`config.mk`:
```
export PLATFORM = sky130hd
export DESIGN_NAME = sbavg_unit
export DESIGN_NICKNAME = d
export VERILOG_FILES = /design/src/rtl/sbavg_pkg.sv /design/src/rtl/sbavg_unit.sv
export SDC_FILE = /design/constraint.sdc
export NUM_CORES = 1
export LEC_CHECK = 0
export ABC_AREA = 0
export BUFFER_PORTS_ARGS = -buffer_cell sky130_fd_sc_hd__buf_4
export CORE_MARGIN = 1
export CORE_UTILIZATION = 30
export DETAILED_ROUTE_END_ITERATION = 7
export PLACE_DENSITY = 0.43
export SLEW_MARGIN = 25
export SYNTH_ARGS = -nofsm -noshare
export SYNTH_HDL_FRONTEND = slang
export SYNTH_SLANG_ARGS = --single-unit
export TNS_END_PERCENT = 100
```
`constraint.sdc`:
```
create_clock -name clk -period 16.15 [get_ports clk]
set_input_delay 0 -clock clk [delete_from_list [all_inputs] [get_ports clk]]
set_output_delay 0 -clock clk [all_outputs]
set_load 0.01 [all_outputs]
```
`src/rtl/sbavg_pkg.sv`:
```
// ----------------------------------------------------------------------------
// Spectrum background average package
// Shared widths, codes, types and the sequencer states of the averager.
// ----------------------------------------------------------------------------
package sbavg_pkg;

    localparam int WEIGHT_FRAC_BITS = 16;
    localparam int WEIGHT_W         = WEIGHT_FRAC_BITS + 1;
    localparam int POWER_W          = 32;
    localparam int DIFF_W           = POWER_W + 1;
    localparam int ACC_W            = DIFF_W + WEIGHT_W + 1;
    localparam int COUNT_W          = 16;
    localparam int BINCNT_W         = 11;
    localparam int IDX_W            = 10;
    localparam int CFG_ADDR_W       = 2;
    localparam int CFG_DATA_W       = 17;
    localparam int IN_DATA_W        = 32;
    localparam int IN_USER_W        = 2;
    localparam int OUT_DATA_W       = 64;

    localparam logic [WEIGHT_W-1:0] WEIGHT_ONE   = {1'b1, {WEIGHT_FRAC_BITS{1'b0}}};
    localparam logic [COUNT_W-1:0]  COUNT_MAX    = '1;
    localparam logic [WEIGHT_W-1:0] ALPHA_RESET  = 17'd655;
    localparam logic [COUNT_W-1:0]  RUNIN_RESET  = 16'd100;
    localparam logic [BINCNT_W-1:0] BINCNT_RESET = 11'd1024;

    localparam int USER_FUNC  = 0;
    localparam int USER_VALID = 1;

    typedef enum logic [CFG_ADDR_W-1:0] {
        REG_ALPHA     = 2'd0,
        REG_RUNIN     = 2'd1,
        REG_SLICE_LEN = 2'd2
    } sbavg_reg_t;

    typedef enum logic {
        MODE_DIV,
        MODE_MUL
    } sbavg_mode_t;

    typedef struct packed {
        logic        start;
        sbavg_mode_t mode;
    } sbavg_unit_cmd_t;

    typedef struct packed {
        logic busy;
        logic done;
    } sbavg_unit_stat_t;

    typedef enum logic [2:0] {
        ST_CLEAR,
        ST_IDLE,
        ST_READ,
        ST_DIV,
        ST_MUL_START,
        ST_MUL,
        ST_OUT
    } sbavg_state_t;

endpackage

```
`src/rtl/sbavg_unit.sv`:
```
// ----------------------------------------------------------------------------
// Shared arithmetic unit
// One add/subtract stage reused bit by bit: a restoring divide of the weight
// numerator by the slice count, or a shift-add multiply of weight and power
// difference followed by the add of the scaled old background.
// ----------------------------------------------------------------------------
module sbavg_unit
    import sbavg_pkg::*;
(
    input  logic                      clk,
    input  logic                      rst_n,
    input  sbavg_unit_cmd_t           cmd,
    input  logic [COUNT_W-1:0]        divisor,
    input  logic signed [DIFF_W-1:0]  diff,
    input  logic [WEIGHT_W-1:0]       weight,
    input  logic [POWER_W-1:0]        base,
    output sbavg_unit_stat_t          stat,
    output logic [WEIGHT_W-1:0]       quotient,
    output logic [POWER_W-1:0]        result
);

    localparam int DIV_STEPS = WEIGHT_W;
    localparam int MUL_STEPS = WEIGHT_W + 1;
    localparam int STEP_W    = $clog2(MUL_STEPS);

    logic                      busy_reg;
    logic                      done_reg;
    sbavg_mode_t               mode_reg;
    logic [STEP_W-1:0]         step_reg;
    logic [COUNT_W-1:0]        rem_reg;
    logic [WEIGHT_W-1:0]       quo_reg;
    logic [WEIGHT_W-1:0]       w_reg;
    logic signed [DIFF_W-1:0]  d_reg;
    logic [COUNT_W-1:0]        dvs_reg;
    logic [POWER_W-1:0]        base_reg;
    logic signed [ACC_W-1:0]   acc_reg;

    logic                      div_bit;
    logic [COUNT_W:0]          rem_sh;
    logic                      add_sub;
    logic signed [ACC_W-1:0]   add_a;
    logic signed [ACC_W-1:0]   add_b;
    logic signed [ACC_W-1:0]   alu_sum;

    // The numerator is a single one at the top, so only the first step shifts it in.
    assign div_bit = (step_reg == STEP_W'(DIV_STEPS - 1));
    assign rem_sh  = {rem_reg, div_bit};

    always_comb
    begin
        add_sub = 1'b0;
        add_a   = '0;
        add_b   = '0;
        if (mode_reg == MODE_DIV)
        begin
            add_sub = 1'b1;
            add_a   = {{(ACC_W - COUNT_W - 1){1'b0}}, rem_sh};
            add_b   = {{(ACC_W - COUNT_W){1'b0}}, dvs_reg};
        end
        else if (step_reg != '0)
        begin
            add_a = acc_reg <<< 1;
            add_b = w_reg[WEIGHT_W-1] ? {{(ACC_W - DIFF_W){d_reg[DIFF_W-1]}}, d_reg} : '0;
        end
        else
        begin
            add_a = acc_reg;
            add_b = {{(ACC_W - POWER_W - WEIGHT_FRAC_BITS){1'b0}}, base_reg,
                     {WEIGHT_FRAC_BITS{1'b0}}};
        end
    end

    assign alu_sum = add_sub ? (add_a - add_b) : (add_a + add_b);

    always_ff @(posedge clk or negedge rst_n)
    begin
        if (!rst_n)
        begin
            busy_reg <= 1'b0;
            done_reg <= 1'b0;
            mode_reg <= MODE_MUL;
            step_reg <= '0;
        end
        else if (cmd.start)
        begin
            busy_reg <= 1'b1;
            done_reg <= 1'b0;
            mode_reg <= cmd.mode;
            step_reg <= (cmd.mode == MODE_DIV) ? STEP_W'(DIV_STEPS - 1)
                                               : STEP_W'(MUL_STEPS - 1);
        end
        else if (busy_reg)
        begin
            step_reg <= step_reg - 1'b1;
            if (step_reg == '0)
            begin
                busy_reg <= 1'b0;
                done_reg <= 1'b1;
            end
        end
        else
        begin
            done_reg <= 1'b0;
        end
    end

    always_ff @(posedge clk)
    begin
        if (cmd.start)
        begin
            dvs_reg  <= divisor;
            d_reg    <= diff;
            w_reg    <= weight;
            base_reg <= base;
            acc_reg  <= '0;
            rem_reg  <= '0;
            quo_reg  <= '0;
        end
        else if (busy_reg)
        begin
            if (mode_reg == MODE_DIV)
            begin
                rem_reg <= alu_sum[ACC_W-1] ? rem_sh[COUNT_W-1:0] : alu_sum[COUNT_W-1:0];
                quo_reg <= {quo_reg[WEIGHT_W-2:0], ~alu_sum[ACC_W-1]};
            end
            else
            begin
                acc_reg <= alu_sum;
                w_reg   <= w_reg << 1;
            end
        end
    end

    assign stat     = '{busy: busy_reg, done: done_reg};
    assign quotient = quo_reg;
    assign result   = acc_reg[WEIGHT_FRAC_BITS +: POWER_W];

endmodule

```
==> out/metrics.json <==
{
  "route": {
    "final_antenna_net_count": 0,
    "wirelength_mm": 36.1,
    "detail_route.drc_violations": 0,
    "firstDrtPassIters": 5,
    "vias_per_cell": 5.05,
    "first_iter_violations": 666,
    "detail_route.wl_per_cell_um": 17.6,
    "num_vias": 10400
  },
  "synth": {
    "yosysSeqAreaShare_pct": 41.7,
    "synth.lib_cells_used.distinct": 72,
    "mapped_avg_cell_area_sq_um": 8.51,
    "synth_area_leaders": "sky130_fd_sc_hd__edfxtp_1 (25%), sky130_fd_sc_hd__dfxtp_1 (15%), sky130_fd_sc_hd__nand2_1 (8.2%), sky130_fd_sc_hd__a21oi_1 (6.7%), sky130_fd_sc_hd__ha_1 (5.7%)",
    "synth_enable_flop_cells": 98,
    "synth_commonest_cells": "sky130_fd_sc_hd__nand2_1 (254), sky130_fd_sc_hd__a21oi_1 (155), sky130_fd_sc_hd__nor2_1 (109)",
    "synthMostInstantiatedCell": "sky130_fd_sc_hd__nand2_1",
    "synth_cells": 1359,
    "yosys_warnings": 0,
    "synth.ff_latch_count": 190,
    "async_reset_ff_share_pct": 4.21,
    "ys.flop_type": "sky130_fd_sc_hd__edfxtp_1",
    "mappedNetlistArea_sq_um": 11600,
    "synth.largest_area_cell": "sky130_fd_sc_hd__edfxtp_1",
    "synth.top_cell.area_share_pct": 25.5,
    "synth_nets": 1515
  },
  "clocking": {
    "htree_levels": 4,
    "cts-resized-gates": 0,
    "ctsRootBufferMaster": "sky130_fd_sc_hd__clkbuf_16",
    "postCtsHoldBufs": 102,
    "postCtsSetupBuffers": 0,
    "path_clk_slew_ps": 80,
    "cts_buffers": 17,
    "clk-insertion-delay-late_ps": 460,
    "clock-sinks": 190,
    "clock_tree.buffer_depth": 2,
    "cts_tree": "yes"
  },
  "sta": {
    "slew-limit-headroom_pct": 31.1,
    "report.final.hold_viol_count": 0,
    "finalCritPeriodShare_pct": 44.9,
    "final-setup-viol-count": 0,
    "final.hold.worst_slack_ps": 36.3,
    "min_period_ps": 7250,
    "setup_repair_after_global_routing_missed_its_margin": "false",
    "timing.setup.tns_ps": 0,
    "max_freq_ghz": 0.138,
    "timing.clock.skew_ps": 16.0,
    "pins_over_their_slew_limit": 0,
    "max_slew.worst_pin.slew_ps": 1030
  },
  "job": {
    "max_cap_viol_count": 0
  },
  "place": {
    "io_buffers": 152,
    "placed_cells": 1922,
    "hpwl_after_detailed_placement_mm": 24.7,
    "place_congestion": 0.854
  },
  "die": {
    "start_util_pct": 30.6,
    "floorplan.die.height_um": 198,
    "chipWidth_um": 198,
    "boundaryPins": 153,
    "design.core.area_sq_um": 37800,
    "die-area_sq_um": 39300,
    "placement_rows": 71
  },
  "setup_path": {
    "worst_r2r_path_depth": 21,
    "slowest_stage": "sky130_fd_sc_hd__o211a_1",
    "crit_path_end_kind": "flop",
    "worstSetupPathType": "reg2reg",
    "worst-path-max-fanout": 56,
    "crit_chain": "buf_4, inv_1, buf_4, a22oi_1, ha_1, o21ai_0, a2111oi_4, nand2_1, or2_2, o21ai_1, o21ai_0, ha_1, nand4_1, a211oi_1, o2bb2ai_1, a31oi_1, o211ai_1, a21oi_1, o211a_1, nand2_1, o311a_1",
    "crit_reg_reg_endpoint": "rem_reg[3]$_SDFFE_PP0P_",
    "crit-reg2reg-launch": "mode_reg$_DFFE_PN1P_",
    "worst_reg2reg_setup_slack_ps": 8900,
    "timing.critical_path.arrival_ps": 7600,
    "worstPathRequired_ps": 16500,
    "crit_path_start_kind": "flop",
    "cpPeakStageDelay_ps": 700
  },
  "global_route": {
    "global_route_wire_length_before_repair_mm": 56.5,
    "number_of_global_route_vias_before_repair": 10100,
    "globalRouteOverflowTotal": 0,
    "antenna_found_initial": 0,
    "grt_use_met2_pct": 29.5,
    "grt.total_usage_pct": 18.7,
    "global_route.peak_usage_layer": "met2",
    "maximum_number_of_pins_on_one_net_before_global_route_repair": 74,
    "globalRouteMet3Util_pct": 3.25,
    "groute.layer.met1.usage_pct": 26.3
  },
  "layout": {
    "final_core_utilization_pct": 38.5,
    "largest_register_ffs": 51,
    "final_cells": 2057,
    "num_antenna_cells": 0,
    "filler_cell_count": 3907,
    "layout_cells_sized_above_1_pct": 15.0,
    "regArea_sq_um": 4830,
    "finalNetCount": 1689,
    "area_delta_synth_final_pct": 25.7,
    "multi_input_comb_area_sq_um": 6080
  },
  "pwr": {
    "p_sw_uw": 734,
    "post-layout-total-power_uw": 1860,
    "pwr-share-seq_pct": 35.4,
    "pwr-share-comb_pct": 41.5,
    "power.density_nw_per_um2": 128,
    "swShare_pct": 39.5,
    "max-vdd-ir-drop_mv": 0.0749,
    "p_int_uw": 1120,
    "clock_share_of_power_pct": 23.1,
    "power_leakage_uw": 0.00582
  },
  "outcome": {
    "run_status": "complete, no violations"
  },
  "worst_hold_path": {
    "hp-class": "in2async"
  }
}
how the worst max path moves through the flow:
stage	slack (ps)	start	end
2_1_floorplan	10250	mode_reg$_DFFE_PN1P_	acc_reg[49]$_SDFFE_PP0P_
3_3_place_gp	8810	mode_reg$_DFFE_PN1P_	rem_reg[11]$_SDFFE_PP0P_
3_5_place_dp	8920	mode_reg$_DFFE_PN1P_	rem_reg[11]$_SDFFE_PP0P_
4_1_cts	8910	mode_reg$_DFFE_PN1P_	rem_reg[3]$_SDFFE_PP0P_
5_1_grt	8290	mode_reg$_DFFE_PN1P_	rem_reg[3]$_SDFFE_PP0P_
6_report	8900	mode_reg$_DFFE_PN1P_	rem_reg[3]$_SDFFE_PP0P_
stage by stage:
stage	instance area, sq um	setup slack (ps)
2_1_floorplan	11600	10250
3_3_place_gp	12900	8810
3_5_place_dp	12900	8920
4_1_cts	14500	8910
5_1_grt	14500	8290
6_report	14500	8900
metal layers:
layer  wire, um  up-vias
met3       1670       22
li1           -     5211
met5          0        -
met4        399        0
met2      16000      250
met1      18000     4897
final cells by class:
class	instances	area share, %
Sequential cell	190	33.2
Inverter	25	0.646
Timing Repair Buffer	272	15.9
Clock inverter	12	0.861
Multi-Input combinational cell	1027	41.9
Clock buffer	20	3.09
Tap cell	511	4.40
cells by family after synthesis:
family                     count (synthesis)  synth area share (%)
AOI/OAI and AO/OA                        402                  21.7
xor gates and xnor gates                  53                  4.02
adders and majority gates                 54                  5.91
buffers and inverters                    142                  5.77
DFF                                      190                  41.7
muxes                                     17                  1.65
and+or+nand+nor                          501                  19.2
cell usage in the layout (no fill, tap or decap), drive strengths merged, types with 5 or more instances in the layout:
master,count
xor2,21
nor2b,5
o211a,7
inv,33
o21bai,8
xnor2,32
a22o,8
a21oi,155
and3,11
ha,53
dfxtp,84
o21ai,75
nand3b,11
o31a,6
dlygate4sd3,102
nand2b,7
buf,170
a21o,26
nand2,254
o211ai,14
and2,7
dfrtp,7
a31oi,40
a22oi,6
nor2,109
mux2,16
a311oi,6
or3,6
o21a,7
a211oi,13
nand4,12
nor3,18
edfxtp,98
nand3,37
nor4,7
clkbuf,20
power groups by stage:
stage / Combinational (uW) / Sequential [uW] / Clock (uW)
final: 771 / 658 / 430
after global routing: 860 / 669 / 465
after CTS: 770 / 659 / 449
after detailed placement: 746 / 669 / 0
after global placement: 747 / 669 / 0
after floorplan: 560 / 643 / 0
worst max-delay path, delay by kind of cell, from the launching register on:
kind            cells  cell delay [ps]
flops               1              520
compound gates     12             4270
simple gates        4              830
buf+inv             3              740
fa+ha+maj           2              730
Note: power is estimated with default switching activity, not from simulation.
